===== config.mk =====
export PLATFORM = sky130hd
export DESIGN_NAME = ultrasonic_ranger_median_filter_flat
export DESIGN_NICKNAME = d
export VERILOG_FILES = /design/src/hw/rtl/urmf_pkg.sv /design/src/hw/rtl/urmf_if.sv /design/src/hw/rtl/urmf_filter.sv /design/src/hw/rtl/ultrasonic_ranger_median_filter.sv /design/src/flat_wrapper.sv
export SDC_FILE = /design/constraint.sdc
export NUM_CORES = 2
export LEC_CHECK = 0
export BUFFER_PORTS_ARGS = -buffer_cell sky130_fd_sc_hd__buf_2
export CAP_MARGIN = 30
export CORE_MARGIN = 3
export CORE_UTILIZATION = 55
export DETAILED_ROUTE_END_ITERATION = 8
export PLACE_DENSITY = 0.72
export SYNTH_ARGS = -nofsm -noshare
export SYNTH_HDL_FRONTEND = slang
export SYNTH_SLANG_ARGS = --single-unit

===== constraint.sdc =====
create_clock -name clk_i -period 14.7 [get_ports clk_i]
set_input_delay 1.47 -clock clk_i [delete_from_list [all_inputs] [get_ports clk_i]]
set_output_delay 1.47 -clock clk_i [all_outputs]
set_load 0.005 [all_outputs]

===== src/hw/rtl/urmf_pkg.sv =====
// Shared types, constants and filter microcode for the ultrasonic ranger.
// No dependencies; imported by urmf_out_if, the filter and the top level.
package urmf_pkg;

  localparam int unsigned SAMPLES_WANTED = 5;
  localparam int unsigned TICK_W         = 16;
  localparam int unsigned CNT_W          = 3;
  localparam int unsigned IDX_W          = 3;
  localparam int unsigned DIST_W         = 17;
  localparam int unsigned LOW_W          = 8;
  localparam int unsigned RANGE_W        = 10;
  localparam int unsigned APB_ADDR_W     = 5;
  localparam int unsigned APB_DATA_W     = 32;

  localparam logic [CNT_W-1:0] MIN_SAMPLES = 3'd3;

  // distance = x / D with x = width sum * 17; reciprocal estimate plus one fix-up
  localparam int unsigned SCALED_W    = 22;
  localparam int unsigned RECIP_W     = 19;
  localparam int unsigned RECIP_SHIFT = 22;
  localparam logic [RECIP_W-1:0] RECIP_DIV_MEAN   = 19'd139810;
  localparam logic [RECIP_W-1:0] RECIP_DIV_SINGLE = 19'd419430;
  localparam logic [4:0]         DIV_MEAN         = 5'd30;
  localparam logic [4:0]         DIV_SINGLE       = 5'd10;

  localparam logic [0:0]          RST_ENABLE        = 1'b0;
  localparam logic [LOW_W-1:0]    RST_TRIG_LOW      = 8'd2;
  localparam logic [LOW_W-1:0]    RST_TRIG_HIGH     = 8'd15;
  localparam logic [TICK_W-1:0]   RST_ECHO_TIMEOUT  = 16'd30000;
  localparam logic [TICK_W-1:0]   RST_GAP           = 16'd10000;
  localparam logic [RANGE_W-1:0]  RST_MAX_RANGE     = 10'd500;

  typedef enum logic [2:0] {
    REG_ENABLE       = 3'd0,
    REG_TRIG_LOW     = 3'd1,
    REG_TRIG_HIGH    = 3'd2,
    REG_ECHO_TIMEOUT = 3'd3,
    REG_GAP          = 3'd4,
    REG_MAX_RANGE    = 3'd5
  } urmf_reg_e;

  typedef enum logic [2:0] {
    OP_NOP       = 3'd0,
    OP_CHECK     = 3'd1,
    OP_SORT_EVEN = 3'd2,
    OP_SORT_ODD  = 3'd3,
    OP_SCALE     = 3'd4,
    OP_RECIP     = 3'd5,
    OP_FIX       = 3'd6
  } urmf_op_e;

  localparam int unsigned STEP_W = 4;
  localparam logic [STEP_W-1:0] STEP_HALT = 4'd9;

  typedef struct packed {
    urmf_op_e          op;
    logic              jmp_few;
    logic [STEP_W-1:0] target;
    logic              last;
  } urmf_uword_t;

  typedef struct packed {
    logic              start;
    logic [CNT_W-1:0]  count;
    logic              we;
    logic [IDX_W-1:0]  idx;
    logic [TICK_W-1:0] data;
  } urmf_flt_req_t;

  typedef struct packed {
    logic              busy;
    logic              status;
    logic [DIST_W-1:0] distance;
  } urmf_flt_rsp_t;

  // check, five rounds of odd-even transposition, scale, reciprocal, fix-up, halt
  function automatic urmf_uword_t urmf_ucode(input logic [STEP_W-1:0] step);
    urmf_uword_t w;
    w = '{op: OP_NOP, jmp_few: 1'b0, target: '0, last: 1'b0};
    unique case (step)
      4'd0:    w = '{op: OP_CHECK,     jmp_few: 1'b1, target: STEP_HALT, last: 1'b0};
      4'd1:    w.op = OP_SORT_EVEN;
      4'd2:    w.op = OP_SORT_ODD;
      4'd3:    w.op = OP_SORT_EVEN;
      4'd4:    w.op = OP_SORT_ODD;
      4'd5:    w.op = OP_SORT_EVEN;
      4'd6:    w.op = OP_SCALE;
      4'd7:    w.op = OP_RECIP;
      4'd8:    w.op = OP_FIX;
      default: w.last = 1'b1;
    endcase
    return w;
  endfunction

endpackage


===== src/hw/rtl/urmf_if.sv =====
// Valid/ready channels for tick requests and result requests.
// Depends on urmf_pkg for field widths.
interface urmf_in_if;
  logic valid;
  logic ready;
  logic start_req;
  logic echo;

  modport source (output valid, start_req, echo, input ready);
  modport sink   (input valid, start_req, echo, output ready);
endinterface

interface urmf_out_if;
  import urmf_pkg::*;
  logic              valid;
  logic              ready;
  logic              trigger;
  logic              busy_res;
  logic              done_res;
  logic              status;
  logic [DIST_W-1:0] distance;
  logic [CNT_W-1:0]  valid_samples;

  modport source (output valid, trigger, busy_res, done_res, status, distance, valid_samples,
                  input ready);
  modport sink   (input valid, trigger, busy_res, done_res, status, distance, valid_samples,
                  output ready);
endinterface


===== src/hw/rtl/urmf_filter.sv =====
// Sample store and microcoded median/mean filter datapath.
// Depends on urmf_pkg (control word table, request structs).
module urmf_filter (
  input  logic                    clk_i,
  input  logic                    rst_ni,
  input  urmf_pkg::urmf_flt_req_t req_i,
  output urmf_pkg::urmf_flt_rsp_t rsp_o
);
  import urmf_pkg::*;

  logic [TICK_W-1:0]         smp_q [SAMPLES_WANTED];
  logic [TICK_W-1:0]         smp_d [SAMPLES_WANTED];
  logic                      active_q;
  logic [STEP_W-1:0]         step_q;
  logic [CNT_W-1:0]          n_q;
  logic                      status_q;
  logic [DIST_W-1:0]         dist_q;
  logic [SCALED_W-1:0]       x_q;
  logic [DIST_W-1:0]         q0_q;
  urmf_uword_t               uw;
  logic                      few;
  logic                      five;
  logic                      odd;
  logic [TICK_W+1:0]         mean_sum;
  logic [TICK_W+1:0]         base;
  logic [SCALED_W-1:0]       x_d;
  logic [SCALED_W+RECIP_W-1:0] prod;
  logic [4:0]                divisor;
  logic [SCALED_W-1:0]       rem;
  logic [DIST_W-1:0]         q_fix;

  assign uw   = urmf_ucode(step_q);
  assign few  = n_q < MIN_SAMPLES;
  assign five = n_q == CNT_W'(SAMPLES_WANTED);
  assign odd  = uw.op == OP_SORT_ODD;

  always_comb begin
    smp_d = smp_q;
    if (req_i.we && (req_i.idx < IDX_W'(SAMPLES_WANTED))) begin
      smp_d[req_i.idx] = req_i.data;
    end
    if (active_q && (uw.op inside {OP_SORT_EVEN, OP_SORT_ODD})) begin
      for (int k = 0; k < int'(SAMPLES_WANTED) - 1; k++) begin
        if ((1'(k) == odd) && (CNT_W'(k + 1) < n_q) && (smp_q[k+1] < smp_q[k])) begin
          smp_d[k]   = smp_q[k+1];
          smp_d[k+1] = smp_q[k];
        end
      end
    end
  end

  // scale: pick the middle values, times 17
  assign mean_sum = (TICK_W+2)'(smp_q[1]) + (TICK_W+2)'(smp_q[2]) + (TICK_W+2)'(smp_q[3]);
  always_comb begin
    if (five) begin
      base = mean_sum;
    end else if (n_q == 3'd4) begin
      base = (TICK_W+2)'(smp_q[2]);
    end else begin
      base = (TICK_W+2)'(smp_q[1]);
    end
  end
  assign x_d = {base, 4'b0000} + SCALED_W'(base);

  assign prod    = (SCALED_W+RECIP_W)'(x_q) *
                   (SCALED_W+RECIP_W)'(five ? RECIP_DIV_MEAN : RECIP_DIV_SINGLE);
  assign divisor = five ? DIV_MEAN : DIV_SINGLE;
  assign rem     = x_q - SCALED_W'(q0_q) * SCALED_W'(divisor);
  assign q_fix   = (rem >= SCALED_W'(divisor)) ? q0_q + DIST_W'(1) : q0_q;

  always_ff @(posedge clk_i or negedge rst_ni) begin
    if (!rst_ni) begin
      active_q <= 1'b0;
      step_q   <= '0;
    end else if (req_i.start) begin
      active_q <= 1'b1;
      step_q   <= '0;
    end else if (active_q) begin
      if (uw.last) begin
        active_q <= 1'b0;
      end else if (uw.jmp_few && few) begin
        step_q <= uw.target;
      end else begin
        step_q <= step_q + STEP_W'(1);
      end
    end
  end

  always_ff @(posedge clk_i) begin
    smp_q <= smp_d;
    if (req_i.start) begin
      n_q <= req_i.count;
    end
    if (active_q) begin
      case (uw.op)
        OP_CHECK: begin
          status_q <= few;
          dist_q   <= '0;
        end
        OP_SCALE: x_q  <= x_d;
        OP_RECIP: q0_q <= prod[RECIP_SHIFT +: DIST_W];
        OP_FIX:   dist_q <= q_fix;
        default: ;
      endcase
    end
  end

  assign rsp_o.busy     = active_q;
  assign rsp_o.status   = status_q;
  assign rsp_o.distance = dist_q;

endmodule


===== src/hw/rtl/ultrasonic_ranger_median_filter.sv =====
// Ultrasonic ranger top level: tick sequencer, config registers, result register.
// Depends on urmf_pkg, urmf_if (channels) and urmf_filter.
//
//   channel  | dir | payload                                            | handshake
//   in_i     | in  | start_req, echo                                    | valid/ready
//   out_o    | out | trigger, busy_res, done_res, status, distance,     | valid/ready
//            |     | valid_samples                                      |
//   apb      | in  | paddr, pwdata -> enable .. max_range_cm            | psel/penable
//
// One tick request per cycle while in_i.ready is high, one result request per tick.
// Entering the done phase runs the filter program, which goes from check to halt with
// fewer than three samples; in_i.ready is low while it runs.
// A one-entry result register lets the next tick in while the result drains.
// Reset: phase idle, counters zero, config at defaults.
module ultrasonic_ranger_median_filter #(
  parameter int unsigned MAX_TRIES = 8
) (
  input  logic                                    clk_i,
  input  logic                                    rst_ni,
  urmf_in_if.sink                                 in_i,
  urmf_out_if.source                              out_o,
  input  logic                                    psel,
  input  logic                                    penable,
  input  logic                                    pwrite,
  input  logic [urmf_pkg::APB_ADDR_W-1:0]         paddr,
  input  logic [urmf_pkg::APB_DATA_W-1:0]         pwdata,
  output logic [urmf_pkg::APB_DATA_W-1:0]         prdata,
  output logic                                    pready
);
  import urmf_pkg::*;

  localparam int unsigned TRY_W = $clog2(MAX_TRIES + 1);

  typedef enum logic [6:0] {
    PH_IDLE  = 7'b0000001,
    PH_TLOW  = 7'b0000010,
    PH_THIGH = 7'b0000100,
    PH_RISE  = 7'b0001000,
    PH_MEAS  = 7'b0010000,
    PH_GAP   = 7'b0100000,
    PH_DONE  = 7'b1000000
  } phase_e;

  logic                 enable_q;
  logic [LOW_W-1:0]     trig_low_q;
  logic [LOW_W-1:0]     trig_high_q;
  logic [TICK_W-1:0]    timeout_q;
  logic [TICK_W-1:0]    gap_q;
  logic [RANGE_W-1:0]   range_q;

  phase_e               phase_q, phase_d, try_phase;
  logic [TICK_W-1:0]    tick_q, tick_d;
  logic [TICK_W:0]      tick_inc;
  logic [TRY_W-1:0]     try_q, try_d, try_inc;
  logic [CNT_W-1:0]     cnt_q, cnt_d;
  logic                 width_ok;
  logic                 accept;
  logic                 cfg_wr;
  urmf_reg_e            reg_sel;

  urmf_flt_req_t        flt_req;
  urmf_flt_rsp_t        flt_rsp;

  logic                 out_valid_q;
  logic                 trig_q, busy_q, done_q, status_q;
  logic [DIST_W-1:0]    dist_q;
  logic [CNT_W-1:0]     vs_q;

  // config port
  assign pready  = 1'b1;
  assign cfg_wr  = psel && penable && pwrite;
  assign reg_sel = urmf_reg_e'(paddr[APB_ADDR_W-1:2]);

  always_ff @(posedge clk_i or negedge rst_ni) begin
    if (!rst_ni) begin
      enable_q    <= RST_ENABLE;
      trig_low_q  <= RST_TRIG_LOW;
      trig_high_q <= RST_TRIG_HIGH;
      timeout_q   <= RST_ECHO_TIMEOUT;
      gap_q       <= RST_GAP;
      range_q     <= RST_MAX_RANGE;
    end else if (cfg_wr) begin
      unique case (reg_sel)
        REG_ENABLE:       enable_q    <= pwdata[0];
        REG_TRIG_LOW:     trig_low_q  <= pwdata[LOW_W-1:0];
        REG_TRIG_HIGH:    trig_high_q <= pwdata[LOW_W-1:0];
        REG_ECHO_TIMEOUT: timeout_q   <= pwdata[TICK_W-1:0];
        REG_GAP:          gap_q       <= pwdata[TICK_W-1:0];
        REG_MAX_RANGE:    range_q     <= pwdata[RANGE_W-1:0];
        default: ;
      endcase
    end
  end

  always_comb begin
    unique case (reg_sel)
      REG_ENABLE:       prdata = APB_DATA_W'(enable_q);
      REG_TRIG_LOW:     prdata = APB_DATA_W'(trig_low_q);
      REG_TRIG_HIGH:    prdata = APB_DATA_W'(trig_high_q);
      REG_ECHO_TIMEOUT: prdata = APB_DATA_W'(timeout_q);
      REG_GAP:          prdata = APB_DATA_W'(gap_q);
      REG_MAX_RANGE:    prdata = APB_DATA_W'(range_q);
      default:          prdata = '0;
    endcase
  end

  // tick sequencer
  assign in_i.ready = !flt_rsp.busy && (!out_valid_q || out_o.ready);
  assign accept     = in_i.valid && in_i.ready;

  assign tick_inc  = {1'b0, tick_q} + (TICK_W+1)'(1);
  assign try_inc   = try_q + TRY_W'(1);
  assign try_phase = !enable_q ? PH_GAP : (trig_low_q == '0) ? PH_THIGH : PH_TLOW;
  assign width_ok  = (21'(tick_q) * 21'd17 <= 21'(range_q) * 21'd1000) &&
                     (cnt_q < CNT_W'(SAMPLES_WANTED));

  always_comb begin
    phase_d       = phase_q;
    tick_d        = tick_q;
    try_d         = try_q;
    cnt_d         = cnt_q;
    flt_req.start = 1'b0;
    flt_req.count = cnt_q;
    flt_req.we    = 1'b0;
    flt_req.idx   = cnt_q[IDX_W-1:0];
    flt_req.data  = tick_q;
    if (accept) begin
      unique case (phase_q)
        PH_IDLE: begin
          if (in_i.start_req) begin
            try_d   = '0;
            cnt_d   = '0;
            tick_d  = '0;
            phase_d = try_phase;
          end
        end
        PH_TLOW: begin
          if (tick_inc >= (TICK_W+1)'(trig_low_q)) begin
            phase_d = PH_THIGH;
            tick_d  = '0;
          end else begin
            tick_d = tick_inc[TICK_W-1:0];
          end
        end
        PH_THIGH: begin
          if (tick_inc >= (TICK_W+1)'(trig_high_q)) begin
            phase_d = PH_RISE;
            tick_d  = '0;
          end else begin
            tick_d = tick_inc[TICK_W-1:0];
          end
        end
        PH_RISE: begin
          if (in_i.echo) begin
            if (timeout_q <= TICK_W'(1)) begin
              phase_d = PH_GAP;
              tick_d  = '0;
            end else begin
              phase_d = PH_MEAS;
              tick_d  = TICK_W'(1);
            end
          end else if (tick_inc >= (TICK_W+1)'(timeout_q)) begin
            phase_d = PH_GAP;
            tick_d  = '0;
          end else begin
            tick_d = tick_inc[TICK_W-1:0];
          end
        end
        PH_MEAS: begin
          if (in_i.echo) begin
            if (tick_inc >= (TICK_W+1)'(timeout_q)) begin
              phase_d = PH_GAP;
              tick_d  = '0;
            end else begin
              tick_d = tick_inc[TICK_W-1:0];
            end
          end else begin
            flt_req.we = width_ok;
            if (width_ok) begin
              cnt_d = cnt_q + CNT_W'(1);
            end
            phase_d = PH_GAP;
            tick_d  = '0;
          end
        end
        PH_GAP: begin
          if (tick_inc >= (TICK_W+1)'(gap_q)) begin
            try_d = try_inc;
            if ((cnt_q >= CNT_W'(SAMPLES_WANTED)) || (try_inc >= TRY_W'(MAX_TRIES))) begin
              phase_d       = PH_DONE;
              tick_d        = tick_inc[TICK_W-1:0];
              flt_req.start = 1'b1;
            end else begin
              phase_d = try_phase;
              tick_d  = '0;
            end
          end else begin
            tick_d = tick_inc[TICK_W-1:0];
          end
        end
        default: begin
          phase_d = PH_IDLE;
          tick_d  = '0;
        end
      endcase
    end
  end

  always_ff @(posedge clk_i or negedge rst_ni) begin
    if (!rst_ni) begin
      phase_q <= PH_IDLE;
      tick_q  <= '0;
      try_q   <= '0;
      cnt_q   <= '0;
    end else begin
      phase_q <= phase_d;
      tick_q  <= tick_d;
      try_q   <= try_d;
      cnt_q   <= cnt_d;
    end
  end

  urmf_filter u_filter (
    .clk_i  (clk_i),
    .rst_ni (rst_ni),
    .req_i  (flt_req),
    .rsp_o  (flt_rsp)
  );

  // result register
  always_ff @(posedge clk_i or negedge rst_ni) begin
    if (!rst_ni) begin
      out_valid_q <= 1'b0;
    end else if (accept) begin
      out_valid_q <= 1'b1;
    end else if (out_o.ready) begin
      out_valid_q <= 1'b0;
    end
  end

  always_ff @(posedge clk_i) begin
    if (accept) begin
      trig_q   <= phase_q == PH_THIGH;
      busy_q   <= (phase_q != PH_IDLE) && (phase_q != PH_DONE);
      done_q   <= phase_q == PH_DONE;
      status_q <= (phase_q == PH_DONE) && flt_rsp.status;
      dist_q   <= (phase_q == PH_DONE) ? flt_rsp.distance : '0;
      vs_q     <= cnt_q;
    end
  end

  assign out_o.valid         = out_valid_q;
  assign out_o.trigger       = trig_q;
  assign out_o.busy_res      = busy_q;
  assign out_o.done_res      = done_q;
  assign out_o.status        = status_q;
  assign out_o.distance      = dist_q;
  assign out_o.valid_samples = vs_q;

endmodule

===== src/flat_wrapper.sv =====
// flat-port wrapper written by rule: the top's interface ports become plain ports
module ultrasonic_ranger_median_filter_flat import urmf_pkg::*;
#(
  parameter int unsigned MAX_TRIES = 8
)
  (clk_i, rst_ni, psel, penable, pwrite, paddr, pwdata, prdata, pready, in_i_valid, in_i_start_req, in_i_echo, in_i_ready, out_o_valid, out_o_trigger, out_o_busy_res, out_o_done_res, out_o_status, out_o_distance, out_o_valid_samples, out_o_ready);
  urmf_in_if in_i_i ();
  urmf_out_if out_o_i ();
  input  logic clk_i;
  input  logic rst_ni;
  input  logic psel;
  input  logic penable;
  input  logic pwrite;
  input  logic [urmf_pkg::APB_ADDR_W-1:0] paddr;
  input  logic [urmf_pkg::APB_DATA_W-1:0] pwdata;
  output logic [urmf_pkg::APB_DATA_W-1:0] prdata;
  output logic pready;
  input wire logic [$bits(in_i_i.valid)-1:0] in_i_valid;
  input wire logic [$bits(in_i_i.start_req)-1:0] in_i_start_req;
  input wire logic [$bits(in_i_i.echo)-1:0] in_i_echo;
  output wire logic [$bits(in_i_i.ready)-1:0] in_i_ready;
  output wire logic [$bits(out_o_i.valid)-1:0] out_o_valid;
  output wire logic [$bits(out_o_i.trigger)-1:0] out_o_trigger;
  output wire logic [$bits(out_o_i.busy_res)-1:0] out_o_busy_res;
  output wire logic [$bits(out_o_i.done_res)-1:0] out_o_done_res;
  output wire logic [$bits(out_o_i.status)-1:0] out_o_status;
  output wire logic [$bits(out_o_i.distance)-1:0] out_o_distance;
  output wire logic [$bits(out_o_i.valid_samples)-1:0] out_o_valid_samples;
  input wire logic [$bits(out_o_i.ready)-1:0] out_o_ready;
  assign in_i_i.valid = in_i_valid;
  assign in_i_i.start_req = in_i_start_req;
  assign in_i_i.echo = in_i_echo;
  assign in_i_ready = in_i_i.ready;
  assign out_o_valid = out_o_i.valid;
  assign out_o_trigger = out_o_i.trigger;
  assign out_o_busy_res = out_o_i.busy_res;
  assign out_o_done_res = out_o_i.done_res;
  assign out_o_status = out_o_i.status;
  assign out_o_distance = out_o_i.distance;
  assign out_o_valid_samples = out_o_i.valid_samples;
  assign out_o_i.ready = out_o_ready;
  ultrasonic_ranger_median_filter #(.MAX_TRIES(MAX_TRIES)) u_core (.clk_i(clk_i), .rst_ni(rst_ni), .in_i(in_i_i), .out_o(out_o_i), .psel(psel), .penable(penable), .pwrite(pwrite), .paddr(paddr), .pwdata(pwdata), .prdata(prdata), .pready(pready));
endmodule

After elaboration in Yosys (flattened, before gate mapping)
Index checks and enable logic that the tools add are counted.
Storage, ports and cells
  output and inout bits: 59
  logic and storage cells: 215
  input bits: 46
  bits in registers: 259
Operators by class
  bitwise operators: 2
  order comparisons: 21
  mux-type cells: 63
  equal/unequal tests: 36
  reductions and logical operators: 51
  add/subtract/negate cells: 9
  multiply operators: 4
Operators by type and width (number)
  $pmux 16 s6: 2
  $mux 16: 10
  $mux 80: 2
  $mux 32: 4
  $bwmux 80: 1
  $lt 16x16->1: 4
  $mux 7: 9
  $demux 16 s3: 1
  $pmux 7 s6: 1
  $mul 22x19->39: 1
  $ge 17x16->1: 2
  $ge 17x8->1: 2
  $pmux 17 s2: 1
  $mux 4: 6
  $reduce_and 2->1: 12
  $add 22x18->22: 1
  $ge 22x5->1: 1
  $mul 17x5->22: 1
  $sub 22x22->22: 1
  $eq 3x3->1 const B: 7
  $le 21x20->1: 1
  $mul 16x5->21 const B: 1
  $logic_and 1x1->1: 19
  $mux 19: 1
  other kinds (55): 95

Longest topological paths before layout
  depth after elaboration: 13
  depth in mapped cells: 28
  gate-level depth less buffers: 26

Hierarchy
From an unflattened synthesis, not the netlist that was laid out.
Unflattened totals
  cells, all modules: 3249
  area total of the unflattened synthesis: 29405.7 um^2
Modules (own cells, without submodules)
  urmf_filter: times used 1, cells an instance 2196, sequential area each 3528.4 um^2, area each 19668.9 um^2
  ultrasonic_ranger_median_filter: times used 1, cells an instance 1053, sequential area each 3002.9 um^2, area each 9736.8 um^2

Worst setup path before layout
Ideal clock, no wire load.
  kind: reg2reg
  start point: reg u_core.u_filter.n_q[0]
  end point: reg u_core.u_filter.q0_q[16] (data pin)
  arrival: 6.732 ns
  buffers on the path: 3
  period minus slack after synthesis: 6.992 ns
  cell stages (with the launch flop): 25
  setup time: 0.260 ns
  data required time: 14.440 ns
  setup slack: 7.708 ns
  path through: edfxtp_1 > buf_1 > and2_1 > clkbuf_1 > clkbuf_1 > nor2_1 > ha_1 > inv_1 > fa_1 > fa_1 > inv_1 > fa_1 > fa_1 > fa_1 > ha_1 > and3_1 > a221o_1 > nor4_1 > o41ai_1 > nand3_1 > a21oi_1 > o41ai_1 > o2111ai_1 > a21oi_1 > xnor2_1
Between the ends
  word-level cells in the longest chain between the ends: 3
Ends and longest elaborated chain
  from (decl): line urmf_filter.sv:15  | logic [CNT_W-1:0] n_q;
  from (signal assigned): line urmf_filter.sv:92  | n_q <= req_i.count;
  $eq 3x3->1: line urmf_filter.sv:34  | assign five = n_q == CNT_W'(SAMPLES_WANTED);
  $mux 19: line urmf_filter.sv:66  | (SCALED_W+RECIP_W)'(five ? RECIP_DIV_MEAN : RECIP_DIV_SINGLE);
  $mul 22x19->39: line urmf_filter.sv:65  | assign prod = (SCALED_W+RECIP_W)'(x_q) *
  named net u_core.u_filter.prod[38]: line urmf_filter.sv:27  | logic [SCALED_W+RECIP_W-1:0] prod;
  to (signal assigned): line urmf_filter.sv:101  | OP_RECIP: q0_q <= prod[RECIP_SHIFT +: DIST_W];
  to (decl): line urmf_filter.sv:19  | logic [DIST_W-1:0] q0_q;
The timed path passes the listed nets, and every way through them passes these cells.
A chain may end at the register's enable or synchronous reset.

Final worst setup path
  start point: reg u_core.u_filter.n_q[1]
  end point: reg u_core.u_filter.q0_q[16] (data pin)
Same word-level chain as after synthesis.

==> results.yml <==
cells_and_area:
  layout_common_cells: "inv_1, ha_1, fa_1"
  final_common_cell: "inv_1"
  drive_above_1_share: 0.0734
  syn_to_final_growth_pct: 7.53
  final_util: 0.602
  diodes: 0
  fin_nets: 3892
detailed_routing:
  drt_wl_total_um: 74500
  dr.pass1.iters: 7
  first_iter_violations: 1760
  vias: 22455
  antenna_left: 0
  avgViaCountPerCell: 5.80
  drc_errors: 0
  wl_per_cell_um: 19.3
sta:
  worst_slew_pin_slew_ns: 1.09
  rsz0062_at_grt: "false"
  hold_ws_ns: 0.508
  setup_slack_ns: 6.28
  finClkSkew_ns: 0.0447
  setup_violations: 0
  finalMaxSlewViolations: 0
  fin_setup_tns_ns: 0
  fmax_mhz: 119
  hold_viol_final: 0
  period_share: 0.572
  slew_headroom: 0.256
  period_needed_ns: 8.42
placement:
  gp_congestion: 0.919
  hpwlAfterDp_um: 60500
  io_buffers: 69
  place_ws_ns: 6.31
grt:
  overflow: 0
  grt_antenna_before_repair: 0
  grt_usage: 0.269
  grt_pass1_wl_um: 121000
  grt_pass1_vias: 22972
  grt_max_degree: 54
clock_tree:
  clk_pin_slew_ns: 0.07
  clock_path_buffers: 3
  cts-buffers-inserted: 31
  cts_setup_buffers: 0
  postCtsHoldBufs: 0
  cts_htree_levels: 1
  cts_sinks: 259
  clock_latency_ns: 0.61
  cts_root_buffer: "clkbuf_16"
  cts_resized: 0
  cts_tree: "yes"
critical_path:
  slowest_delay_ns: 0.59
  critPathBufInv: 2
  startpoint_type: "register"
  cpMaxStageDelayCell: "o41ai_1"
  worstSetupPathType: "register to register"
  cp_max_fo: 37
  path_depth: 22
  crit_chain: "nor2b_1 > and2_1 > buf_4 > inv_1 > and2_1 > ha_1 > fa_1 > fa_1 > fa_1 > fa_1 > fa_1 > ha_1 > and3_1 > a221o_1 > nor4_1 > o41ai_1 > nand3_1 > a21oi_1 > o41ai_1 > o2111ai_1 > a21oi_1 > xnor2_1"
  end_kind: "register"
  arrival_ns: 8.74
  cp.required_ns: 15.02
  cp_top_family: "adder cells"
  crit_top_cell: "fa_1"
  r2r_cells: 22
logic_synthesis:
  synth_seq_cells: 259
  synth-async-reset-ratio: 0.367
  synth_xor_area_frac: 0.0297
  muxShareOfSynthArea: 0.0440
  synth_compound_area_frac: 0.141
  ys_types: 92
  synthAdderAreaFrac: 0.357
  synth_cells: 3130
  synth_top_family_by_area: "adder cells"
  ys_seq_area_frac: 0.226
  yosysWarnings: 0
  yosys_most_used_dff: "edfxtp_1"
  synth_area_sq_mm: 0.0289
  synthSimpleGateAreaFrac: 0.114
  synth_edf_count: 84
  syn_avg_cell_area_sq_um: 9.23
die:
  initial_core_util: 0.559
  die_w_um: 235
  io_pins: 105
  row_count: 83
  dieArea_sq_mm: 0.0553
  core_area_sq_mm: 0.0516
  chipHeight_um: 235
power:
  switchingPower_mw: 1.37
  leakagePower_nw: 15.2
  vdd_ir_drop_max_uv: 272
  seq_power_share: 0.256
  combPwrFrac: 0.501
  clock_power_share: 0.243
  power.density_mw_per_mm2: 111
  p_sw_frac: 0.399
  p_int_mw: 2.06
status:
  outcome: "completed"
min_path:
  min_path_type: "register to register"
  whs_path_depth: 1
job:
  drv_cap: 0
-- stage by stage --
| step | total power [mW] | std cells | area (sq um) |
|---|---|---|---|
| 4_1_cts | 3.45 | 3868 | 31000 |
| 3_5_place_dp | 2.59 | 3810 | 29900 |
| 6_report | 3.43 | 3870 | 31100 |
| 3_3_place_gp | 2.51 | 3807 | 29900 |
| 5_1_grt | 3.76 | 3870 | 31100 |
| 2_1_floorplan | 2.19 | 3145 | 28900 |
-- synthesized netlist by cell type (all sizes together), types with 11 or more instances --
cell type | n | area [sq um]
and2 | 35 | 221
o21bai | 12 | 90.1
a22oi | 19 | 143
o221ai | 15 | 131
dfrtp | 71 | 1780
nand3 | 45 | 225
o22ai | 26 | 163
nor4 | 21 | 146
a2111oi | 11 | 104
o31ai | 18 | 140
o211ai | 11 | 82.6
edfxtp | 84 | 2520
dfxtp | 80 | 1600
ha | 443 | 5540
xnor2 | 72 | 631
o21ai | 178 | 891
a21o | 60 | 452
nand4 | 22 | 138
nor2 | 142 | 536
and3 | 14 | 87.6
o21a | 28 | 210
clkbuf | 83 | 313
nand2b | 36 | 225
or3 | 14 | 93.8
inv | 542 | 2030
xor2 | 26 | 228
nor3 | 43 | 220
a21oi | 162 | 830
nand2 | 232 | 871
mux2i | 119 | 1190
fa | 238 | 4760
nor2b | 22 | 138
a211oi | 17 | 128
dfstp | 24 | 631
or2 | 11 | 68.8
buf | 30 | 198
-- kinds of logic (layout without fill, tap and decap cells) --
| kind of cell | Yosys count | count (layout) |
|---|---|---|
| muxes | 126 | 126 |
| buffers and inverters | 655 | 700 |
| AOI/OAI and AO/OA | 634 | 634 |
| and+or+nand+nor | 675 | 675 |
| DFF | 259 | 259 |
| other | 2 | 17 |
| xor gates and xnor gates | 98 | 98 |
| adders and majority gates | 681 | 681 |
-- power by group through the flow --
stage / Sequential [mW] / Clock (mW) / Combinational [mW]
floorplan: 0.868 / 0 / 1.32
global placement: 0.887 / 0 / 1.63
detailed placement: 0.891 / 0 / 1.70
CTS: 0.877 / 0.849 / 1.72
global route: 0.888 / 0.875 / 2.00
finish: 0.879 / 0.833 / 1.72
-- final timing paths --
kind / start / end / slack [ns]
min in group asynchronous: rst_ni / u_core.tick_q[10] / 0.90
worst max-delay path: u_core.u_filter.n_q[1] / u_core.u_filter.q0_q[16] / 6.28
max in group asynchronous: rst_ni / u_core.trig_low_q[3] / 12.64
worst max register to register: u_core.u_filter.n_q[1] / u_core.u_filter.q0_q[16] / 6.28
worst min-delay path: u_core.out_o.valid / u_core.out_o.valid / 0.51
worst min register to register: u_core.out_o.valid / u_core.out_o.valid / 0.51
-- flip-flops by register name, indices dropped and copies added (netlist names), 3 cells and up --
name	flops
u_core.gap_q	16
u_core.phase_q	7
u_core.range_q	10
u_core.trig_low_q	8
u_core.u_filter.x_q	22
u_core.timeout_q	16
u_core.u_filter.dist_q	17
u_core.try_q	4
u_core.cnt_q	3
u_core.u_filter.smp_q	80
u_core.u_filter.step_q	4
u_core.u_filter.n_q	3
u_core.tick_q	16
u_core.out_o.distance	17
u_core.out_o.valid_samples	3
u_core.u_filter.q0_q	17
u_core.trig_high_q	8
-- final cells by class --
cell class | instances | area [sq um]
Inverter | 542 | 2030
Clock buffer | 40 | 872
Fill cell | 4341 | 20600
Multi-Input combinational cell | 2231 | 19900
Tap cell | 680 | 851
Sequential cell | 259 | 6530
Clock inverter | 18 | 243
Timing Repair Buffer | 100 | 608
-- layer usage --
| layer | routed length, um | share of wire | up-vias | GRT usage |
|---|---|---|---|---|
| met1 | 32800 | 0.44 | 10941 | 0.373 |
| met3 | 4630 | 0.062 | 125 | 0.0348 |
| met2 | 34600 | 0.46 | 675 | 0.439 |
| met5 | 0 | 0 | - | 0 |
| met4 | 2420 | 0.033 | 0 | 0.0863 |
| li1 | - | - | 10714 | - |
Note: power is estimated with default switching activity, not from simulation.
